`config.mk`:
```
export PLATFORM = sky130hd
export DESIGN_NAME = color_bar_pattern_pixel
export DESIGN_NICKNAME = d
export VERILOG_FILES = /design/src/cbp_pkg.sv /design/src/color_bar_pattern_pixel.sv
export SDC_FILE = /design/constraint.sdc
export NUM_CORES = 1
export LEC_CHECK = 0
export BUFFER_PORTS_ARGS = -buffer_cell sky130_fd_sc_hd__buf_2
export CAP_MARGIN = 20
export CORE_MARGIN = 3
export CORE_UTILIZATION = 55
export DETAILED_ROUTE_END_ITERATION = 10
export PLACE_DENSITY_LB_ADDON = 0.3
export SLEW_MARGIN = 10
export SYNTH_ARGS = -nofsm -noshare
export SYNTH_HDL_FRONTEND = slang
export SYNTH_SLANG_ARGS = --single-unit
```
`constraint.sdc`:
```
create_clock -name clk -period 9.3 [get_ports clk]
set_input_delay 1.86 -clock clk [delete_from_list [all_inputs] [get_ports clk]]
set_output_delay 1.86 -clock clk [all_outputs]
set_load 0.03 [all_outputs]
```
`src/cbp_pkg.sv`:
```
package cbp_pkg;

  // frame geometry
  localparam logic [10:0] FrameW    = 11'd1920;
  localparam logic [10:0] FrameH    = 11'd1080;
  localparam logic [10:0] BarRows   = 11'd630;
  localparam logic [10:0] Strip2End = 11'd720;
  localparam logic [10:0] Strip3End = 11'd810;

  // alpha band row boundaries, 126 rows per band
  localparam logic [10:0] Band1Row = 11'd126;
  localparam logic [10:0] Band2Row = 11'd252;
  localparam logic [10:0] Band3Row = 11'd378;
  localparam logic [10:0] Band4Row = 11'd504;

  // column boundaries
  localparam logic [10:0] EdgeL  = 11'd240;
  localparam logic [10:0] EdgeR  = 11'd1680;
  localparam logic [10:0] Bar2X  = 11'd445;
  localparam logic [10:0] Bar3X  = 11'd651;
  localparam logic [10:0] Bar4X  = 11'd857;
  localparam logic [10:0] Bar5X  = 11'd1063;
  localparam logic [10:0] Bar6X  = 11'd1269;
  localparam logic [10:0] Bar7X  = 11'd1475;
  localparam logic [10:0] PlgW0  = 11'd549;
  localparam logic [10:0] PlgB1  = 11'd960;
  localparam logic [10:0] PlgL5  = 11'd1268;
  localparam logic [10:0] PlgB2  = 11'd1337;
  localparam logic [10:0] PlgL10 = 11'd1405;
  localparam logic [10:0] PlgB3  = 11'd1474;

  // levels
  localparam logic [7:0] LvlPillar = 8'd102;
  localparam logic [7:0] LvlBar    = 8'd192;
  localparam logic [7:0] LvlFull   = 8'd255;
  localparam logic [7:0] LvlIRed   = 8'd104;
  localparam logic [7:0] LvlIGreen = 8'd42;
  localparam logic [7:0] LvlPlgSide = 8'd38;
  localparam logic [7:0] LvlPlg5   = 8'd5;
  localparam logic [7:0] LvlPlg10  = 8'd10;

  // alpha per band
  localparam logic [7:0] Alpha0 = 8'd255;
  localparam logic [7:0] Alpha1 = 8'd191;
  localparam logic [7:0] Alpha2 = 8'd127;
  localparam logic [7:0] Alpha3 = 8'd63;
  localparam logic [7:0] Alpha4 = 8'd0;

  // ramp: (d*255)/1440 = ((d*17) >> 5) / 3, the /3 as *683 >> 11
  localparam logic [14:0] RampMul  = 15'd17;
  localparam logic [19:0] RecipTh  = 20'd683;

endpackage

```
`src/color_bar_pattern_pixel.sv`:
```
// Color bar test pattern pixel generator. Each request carries a pixel
// coordinate (in_col, in_row) of a 1920x1080 frame and returns the RGBA
// color of an SMPTE-like bar pattern at that point: five alpha-faded bar
// bands in rows 0..629, the cyan/+I/white/blue strip, the yellow/gray
// ramp/red strip and the PLUGE strip below. Coordinates outside the frame
// give all-zero RGBA. The block is a two-register pipeline (input register,
// result register) with the color lookup done combinationally between them;
// a request passes through both registers to the outputs, and one request is
// taken every cycle as long as out_stall stays low. No configuration, no state.
module color_bar_pattern_pixel (
  input  logic        clk,
  input  logic        rst_n,
  input  logic        in_valid,
  output logic        in_stall,
  input  logic [10:0] in_col,
  input  logic [10:0] in_row,
  output logic        out_valid,
  input  logic        out_stall,
  output logic [7:0]  out_red,
  output logic [7:0]  out_green,
  output logic [7:0]  out_blue,
  output logic [7:0]  out_alpha
);

  logic        s1_valid_r;
  logic [10:0] s1_col_r;
  logic [10:0] s1_row_r;
  logic        out_valid_r;
  logic [7:0]  red_r, green_r, blue_r, alpha_r;
  logic [7:0]  red_nxt, green_nxt, blue_nxt, alpha_nxt;
  logic        s1_adv;
  logic        in_take;

  // ramp datapath
  logic [10:0] ramp_d;
  logic [14:0] ramp_p;
  logic [19:0] ramp_m;
  logic [7:0]  ramp_v;
  logic [7:0]  band_alpha;
  logic [7:0]  plg_v;

  // pipeline flow control
  assign s1_adv   = !out_valid_r || !out_stall;
  assign in_stall = s1_valid_r && !s1_adv;
  assign in_take  = in_valid && !in_stall;

  // input register
  always_ff @(posedge clk) begin
    if (!rst_n) begin
      s1_valid_r <= 1'b0;
    end else if (!in_stall) begin
      s1_valid_r <= in_valid;
    end
  end

  always_ff @(posedge clk) begin
    if (in_take) begin
      s1_col_r <= in_col;
      s1_row_r <= in_row;
    end
  end

  // gray ramp level
  assign ramp_d = s1_col_r - cbp_pkg::EdgeL;
  assign ramp_p = {4'd0, ramp_d} * cbp_pkg::RampMul;
  assign ramp_m = {10'd0, ramp_p[14:5]} * cbp_pkg::RecipTh;
  assign ramp_v = ramp_m[18:11];

  // alpha by row band
  always_comb begin
    if (s1_row_r < cbp_pkg::Band1Row) begin
      band_alpha = cbp_pkg::Alpha0;
    end else if (s1_row_r < cbp_pkg::Band2Row) begin
      band_alpha = cbp_pkg::Alpha1;
    end else if (s1_row_r < cbp_pkg::Band3Row) begin
      band_alpha = cbp_pkg::Alpha2;
    end else if (s1_row_r < cbp_pkg::Band4Row) begin
      band_alpha = cbp_pkg::Alpha3;
    end else begin
      band_alpha = cbp_pkg::Alpha4;
    end
  end

  // pluge level by column
  always_comb begin
    if (s1_col_r < cbp_pkg::EdgeL || s1_col_r >= cbp_pkg::EdgeR) begin
      plg_v = cbp_pkg::LvlPlgSide;
    end else if (s1_col_r < cbp_pkg::PlgW0) begin
      plg_v = 8'd0;
    end else if (s1_col_r < cbp_pkg::PlgB1) begin
      plg_v = cbp_pkg::LvlFull;
    end else if (s1_col_r < cbp_pkg::PlgL5) begin
      plg_v = 8'd0;
    end else if (s1_col_r < cbp_pkg::PlgB2) begin
      plg_v = cbp_pkg::LvlPlg5;
    end else if (s1_col_r < cbp_pkg::PlgL10) begin
      plg_v = 8'd0;
    end else if (s1_col_r < cbp_pkg::PlgB3) begin
      plg_v = cbp_pkg::LvlPlg10;
    end else begin
      plg_v = 8'd0;
    end
  end

  // pixel color selection
  always_comb begin
    red_nxt   = 8'd0;
    green_nxt = 8'd0;
    blue_nxt  = 8'd0;
    alpha_nxt = cbp_pkg::LvlFull;
    if (s1_col_r >= cbp_pkg::FrameW || s1_row_r >= cbp_pkg::FrameH) begin
      alpha_nxt = 8'd0;
    end else if (s1_row_r < cbp_pkg::BarRows) begin
      alpha_nxt = band_alpha;
      if (s1_col_r < cbp_pkg::EdgeL || s1_col_r >= cbp_pkg::EdgeR) begin
        red_nxt   = cbp_pkg::LvlPillar;
        green_nxt = cbp_pkg::LvlPillar;
        blue_nxt  = cbp_pkg::LvlPillar;
      end else if (s1_col_r < cbp_pkg::Bar2X) begin
        red_nxt   = cbp_pkg::LvlBar;
        green_nxt = cbp_pkg::LvlBar;
        blue_nxt  = cbp_pkg::LvlBar;
      end else if (s1_col_r < cbp_pkg::Bar3X) begin
        red_nxt   = cbp_pkg::LvlBar;
        green_nxt = cbp_pkg::LvlBar;
      end else if (s1_col_r < cbp_pkg::Bar4X) begin
        green_nxt = cbp_pkg::LvlBar;
        blue_nxt  = cbp_pkg::LvlBar;
      end else if (s1_col_r < cbp_pkg::Bar5X) begin
        green_nxt = cbp_pkg::LvlBar;
      end else if (s1_col_r < cbp_pkg::Bar6X) begin
        red_nxt   = cbp_pkg::LvlBar;
        blue_nxt  = cbp_pkg::LvlBar;
      end else if (s1_col_r < cbp_pkg::Bar7X) begin
        red_nxt   = cbp_pkg::LvlBar;
      end else begin
        blue_nxt  = cbp_pkg::LvlBar;
      end
    end else if (s1_row_r < cbp_pkg::Strip2End) begin
      if (s1_col_r < cbp_pkg::EdgeL) begin
        green_nxt = cbp_pkg::LvlFull;
        blue_nxt  = cbp_pkg::LvlFull;
      end else if (s1_col_r < cbp_pkg::Bar2X) begin
        red_nxt   = cbp_pkg::LvlIRed;
        green_nxt = cbp_pkg::LvlIGreen;
      end else if (s1_col_r < cbp_pkg::EdgeR) begin
        red_nxt   = cbp_pkg::LvlBar;
        green_nxt = cbp_pkg::LvlBar;
        blue_nxt  = cbp_pkg::LvlBar;
      end else begin
        blue_nxt  = cbp_pkg::LvlFull;
      end
    end else if (s1_row_r < cbp_pkg::Strip3End) begin
      if (s1_col_r < cbp_pkg::EdgeL) begin
        red_nxt   = cbp_pkg::LvlFull;
        green_nxt = cbp_pkg::LvlFull;
      end else if (s1_col_r < cbp_pkg::EdgeR) begin
        red_nxt   = ramp_v;
        green_nxt = ramp_v;
        blue_nxt  = ramp_v;
      end else begin
        red_nxt   = cbp_pkg::LvlFull;
      end
    end else begin
      red_nxt   = plg_v;
      green_nxt = plg_v;
      blue_nxt  = plg_v;
    end
  end

  // result register
  always_ff @(posedge clk) begin
    if (!rst_n) begin
      out_valid_r <= 1'b0;
    end else if (s1_adv) begin
      out_valid_r <= s1_valid_r;
    end
  end

  always_ff @(posedge clk) begin
    if (s1_adv && s1_valid_r) begin
      red_r   <= red_nxt;
      green_r <= green_nxt;
      blue_r  <= blue_nxt;
      alpha_r <= alpha_nxt;
    end
  end

  assign out_valid = out_valid_r;
  assign out_red   = red_r;
  assign out_green = green_r;
  assign out_blue  = blue_r;
  assign out_alpha = alpha_r;

`ifndef SYNTH
  // input side only holds off when both stages are full and the output is stalled
  a_stall_only_full: assert property (@(posedge clk) disable iff (!rst_n)
    in_stall |-> (s1_valid_r && out_valid_r && out_stall))
    else $error("input stalled while pipeline has room");

  // a taken request reaches the input register
  a_take_fills_s1: assert property (@(posedge clk) disable iff (!rst_n)
    in_take |=> s1_valid_r)
    else $error("accepted request lost at input register");

  // an input-register item moving on becomes a valid result
  a_s1_to_out: assert property (@(posedge clk) disable iff (!rst_n)
    (s1_valid_r && s1_adv) |=> out_valid_r)
    else $error("item lost between stages");

  // pluge rows give a neutral gray
  a_pluge_gray: assert property (@(posedge clk) disable iff (!rst_n)
    (s1_valid_r && s1_adv && s1_row_r >= cbp_pkg::Strip3End &&
     s1_row_r < cbp_pkg::FrameH && s1_col_r < cbp_pkg::FrameW)
    |=> (out_red == out_green && out_green == out_blue))
    else $error("pluge pixel not gray");

  // off-frame coordinates are transparent
  a_offframe_zero: assert property (@(posedge clk) disable iff (!rst_n)
    (s1_valid_r && s1_adv && s1_col_r >= cbp_pkg::FrameW)
    |=> (out_alpha == 8'd0 && out_red == 8'd0))
    else $error("off-frame pixel not zero");
`endif

endmodule

```
==> summary.txt <==
Outcome
  – Status: complete, no violations

Synth
  – Synth Instances: 520
  – Synth Area in Compound Gates: 0.191
  – Post-Synth Simple-Gate Area: 0.120
  – Post-Syn Nets: 635
  – Synthesized area per cell: 9.61 um2
  – Synth unique cells: 72
  – EDFF count, synth: 48
  – Main flop type after synthesis: edfxtp_1
  – Ys Warns: 0
  – Mux cell area share after synthesis: 0.00501
  – Synth Cell Area: roughly 5000 um2
  – Flops & latches, synth: 50
  – Synth Area in XOR/XNOR: 0.0704
  – Async set-reset flop share out of synthesis: 0
  – Largest family of logic cells by synthesized area: adder cells
  – Seq/Total Area, Yosys: 0.297
  – Adder-Cell Fraction of Synth Area: 0.251

Timing
  – Unrepaired setup endpoints after global routing: no
  – Tmin final: 8.01 ns
  – Fmax: 125 MHz
  – Period utilization: 0.861
  – Worst slew pin tran: 1.08 ns
  – Final setup vio count: 0
  – Max-Slew Margin vs Limit: 0.277
  – Final Max Slew Viols: 0
  – Setup TNS: 0 ns
  – Clock skew after layout: 0.0100 ns
  – Fin. Hold Viols: 0

Global routing
  – Total gr overflow: 0
  – Largest net degree at the start of global routing: 28
  – Initial antenna violation count: 0
  – Vias in the first global route: about 3,800
  – Total GRT Usage: 0.205
  – Global-route wire length before repair: around 17 mm

Hold path
  – Hold Path Depth: 2
  – Hold EP: out_valid
  – Hold Crit Start: s1_valid_r
  – Worst Hold Class: register to register

Clocking
  – Root Driver: clkbuf_8
  – Clk pin slew, worst setup/hold paths: 0.09 ns
  – CTS max path bufs: 2
  – Setup Fix Bufs, Post-CTS: 0
  – CTS buffer count: 5
  – Clk Latency, worst-skew pair: between 0.2 and 0.3 ns
  – H-tree levels: 2
  – Post-CTS Hold Buffers: 0
  – CTS tree: done
  – Clk sinks: 50
  – PostCTS Resize Cnt: 0

Floorplanning
  – Chip height: 101 um
  – Die area: just over 10,000 um2
  – # rows: 34
  – I/O pin count: 60
  – Core area: between 8000 and 9000 um2
  – Die W: 101 um
  – Initial core utilization: 0.570

Cells and area
  – Area Growth Syn to Fin: 8.79%
  – Layout Nets: around 680
  – Layout cells sized above 1: 0.151
  – Design area: around 5400 um2
  – Antenna diodes: 0
  – Final non-filler cell total: 678
  – Fillers: roughly 760

Detailed routing
  – WL/cell: around 15 um
  – Vias/cell: 5.80
  – Drt first pass iters: 5
  – DRC: 0
  – ANT nets after route: 0
  – Initial DRC Count: 243
  – Final WL: 10.2 mm
  – Via count: 3,932

Critical path
  – CP dominant cell by count: ha_1
  – Worst EP arrival: approximately 8 ns
  – Type of origin of the critical path: register
  – Worst setup path class: register to register
  – Crit Reg-Reg Endpoint: out_green[6]
  – CP delay by family, top: adder cells
  – Buf+Inv Stages, Crit Path: 5
  – Crit path required time: roughly 9.3 ns
  – R2R cell count: 28
  – Slowest-stage cell, CP: edfxtp_1
  – Max incr delay on CP: 0.56 ns
  – CP endpoint kind: register
  – Flop2flop setup slack: 1.29 ns
  – RR Startpoint: s1_col_r[4]
  – Maximum fanout along the worst path: 12

Placement
  – HPWL Detailed: 8.33 mm
  – GPL Wtd Cong: 0.954
  – Placed inst area: 5330 um2
  – Inst Count DP: 670
  – PortBufs: 58

Run
  – Maxcap violations: 0
## how the worst max path moves through the flow
stage | start | to | slack [ns] | cells past startpoint
after global placement | s1_col_r[4] | out_green[6] | 1.38 | 28
after floorplan | s1_col_r[4] | out_green[6] | 2.51 | 28
final | s1_col_r[4] | out_green[6] | 1.29 | 28
after global routing | s1_col_r[4] | out_green[6] | 0.64 | 28
after CTS | s1_col_r[4] | out_green[6] | 1.24 | 28
after detailed placement | s1_col_r[4] | out_green[6] | 1.26 | 28
## tightest hold or removal path: stages, from the launching register on
cell and delay, ns:
dfxtp_1 0.34, a21oi_1 0.04, nor2b_1 0.09
## area by class of cell
class                      count  area [um2]  area share
sequential                    50        1480       0.273
clock buffer                   6        72.6      0.0134
timing repair buffer          61         313      0.0576
inverter                      54         203      0.0373
tap                          108         135      0.0249
clock inverter                 2        37.5     0.00691
multi-input combinational    397        3190       0.587
## registers in the layout, indices dropped and copies added, names as in the netlist
| name | count |
|---|---|
| s1_row_r | 10 |
| s1_col_r | 11 |
| out_green | 8 |
| s1_valid_r | 1 |
| out_red | 8 |
| out_valid | 1 |
| out_alpha | 3 |
| out_blue | 8 |
## per-stage QoR
step	util	hold slack, ns	worst slack, ns
floorplan	-	0.466	2.51
global placement	0.608	0.477	1.38
detailed placement	0.608	0.496	1.26
CTS	0.620	0.517	1.24
global route	0.620	0.553	0.638
finish	0.620	0.504	1.29
## per-layer routing
layer | vias up | track usage | routed length, um
met2 | 137 | 0.331 | 4710
met1 | 1815 | 0.298 | 4670
met4 | 0 | 0.0235 | 62
li1 | 1972 | - | -
met3 | 8 | 0.0372 | 717
met5 | - | 0 | 0
## Yosys cell counts, types with 12 or more instances
cell / count / area share
a21oi_1: 39 / 0.039
ha_1: 70 / 0.18
edfxtp_1: 48 / 0.29
a21o_1: 15 / 0.023
xnor2_1: 22 / 0.039
nor2_1: 43 / 0.032
nand3_1: 12 / 0.012
o21ai_0: 41 / 0.041
inv_1: 54 / 0.041
nand2_1: 23 / 0.017
fa_1: 19 / 0.076
## layout by cell type (no fill, tap or decap), types with 5 or more instances in the layout
cell type,synthesis,routed
ha_1,70,70
a21oi_1,39,39
clkbuf_8,1,5
xor2_1,10,10
o21ai_0,41,41
inv_1,54,54
edfxtp_1,48,48
buf_2,2,58
nor2b_1,5,5
nand3_1,12,12
fa_1,19,19
nor3_1,10,10
and2_1,5,5
a31oi_1,10,10
xnor2_1,22,22
nor2_1,43,43
a21o_1,15,15
nand2_1,23,23
## cells by family (layout without fill, tap and decap cells)
family / Yosys count / in the layout
fa+ha+maj: 89 / 89
simple gates: 124 / 124
buf+inv: 73 / 123
mux: 2 / 2
compound gates: 147 / 147
xor+xnor: 35 / 35
flops: 50 / 50
Power is not shown: default switching activity piles up to over one toggle a cycle in this logic, so the estimate is an artifact.
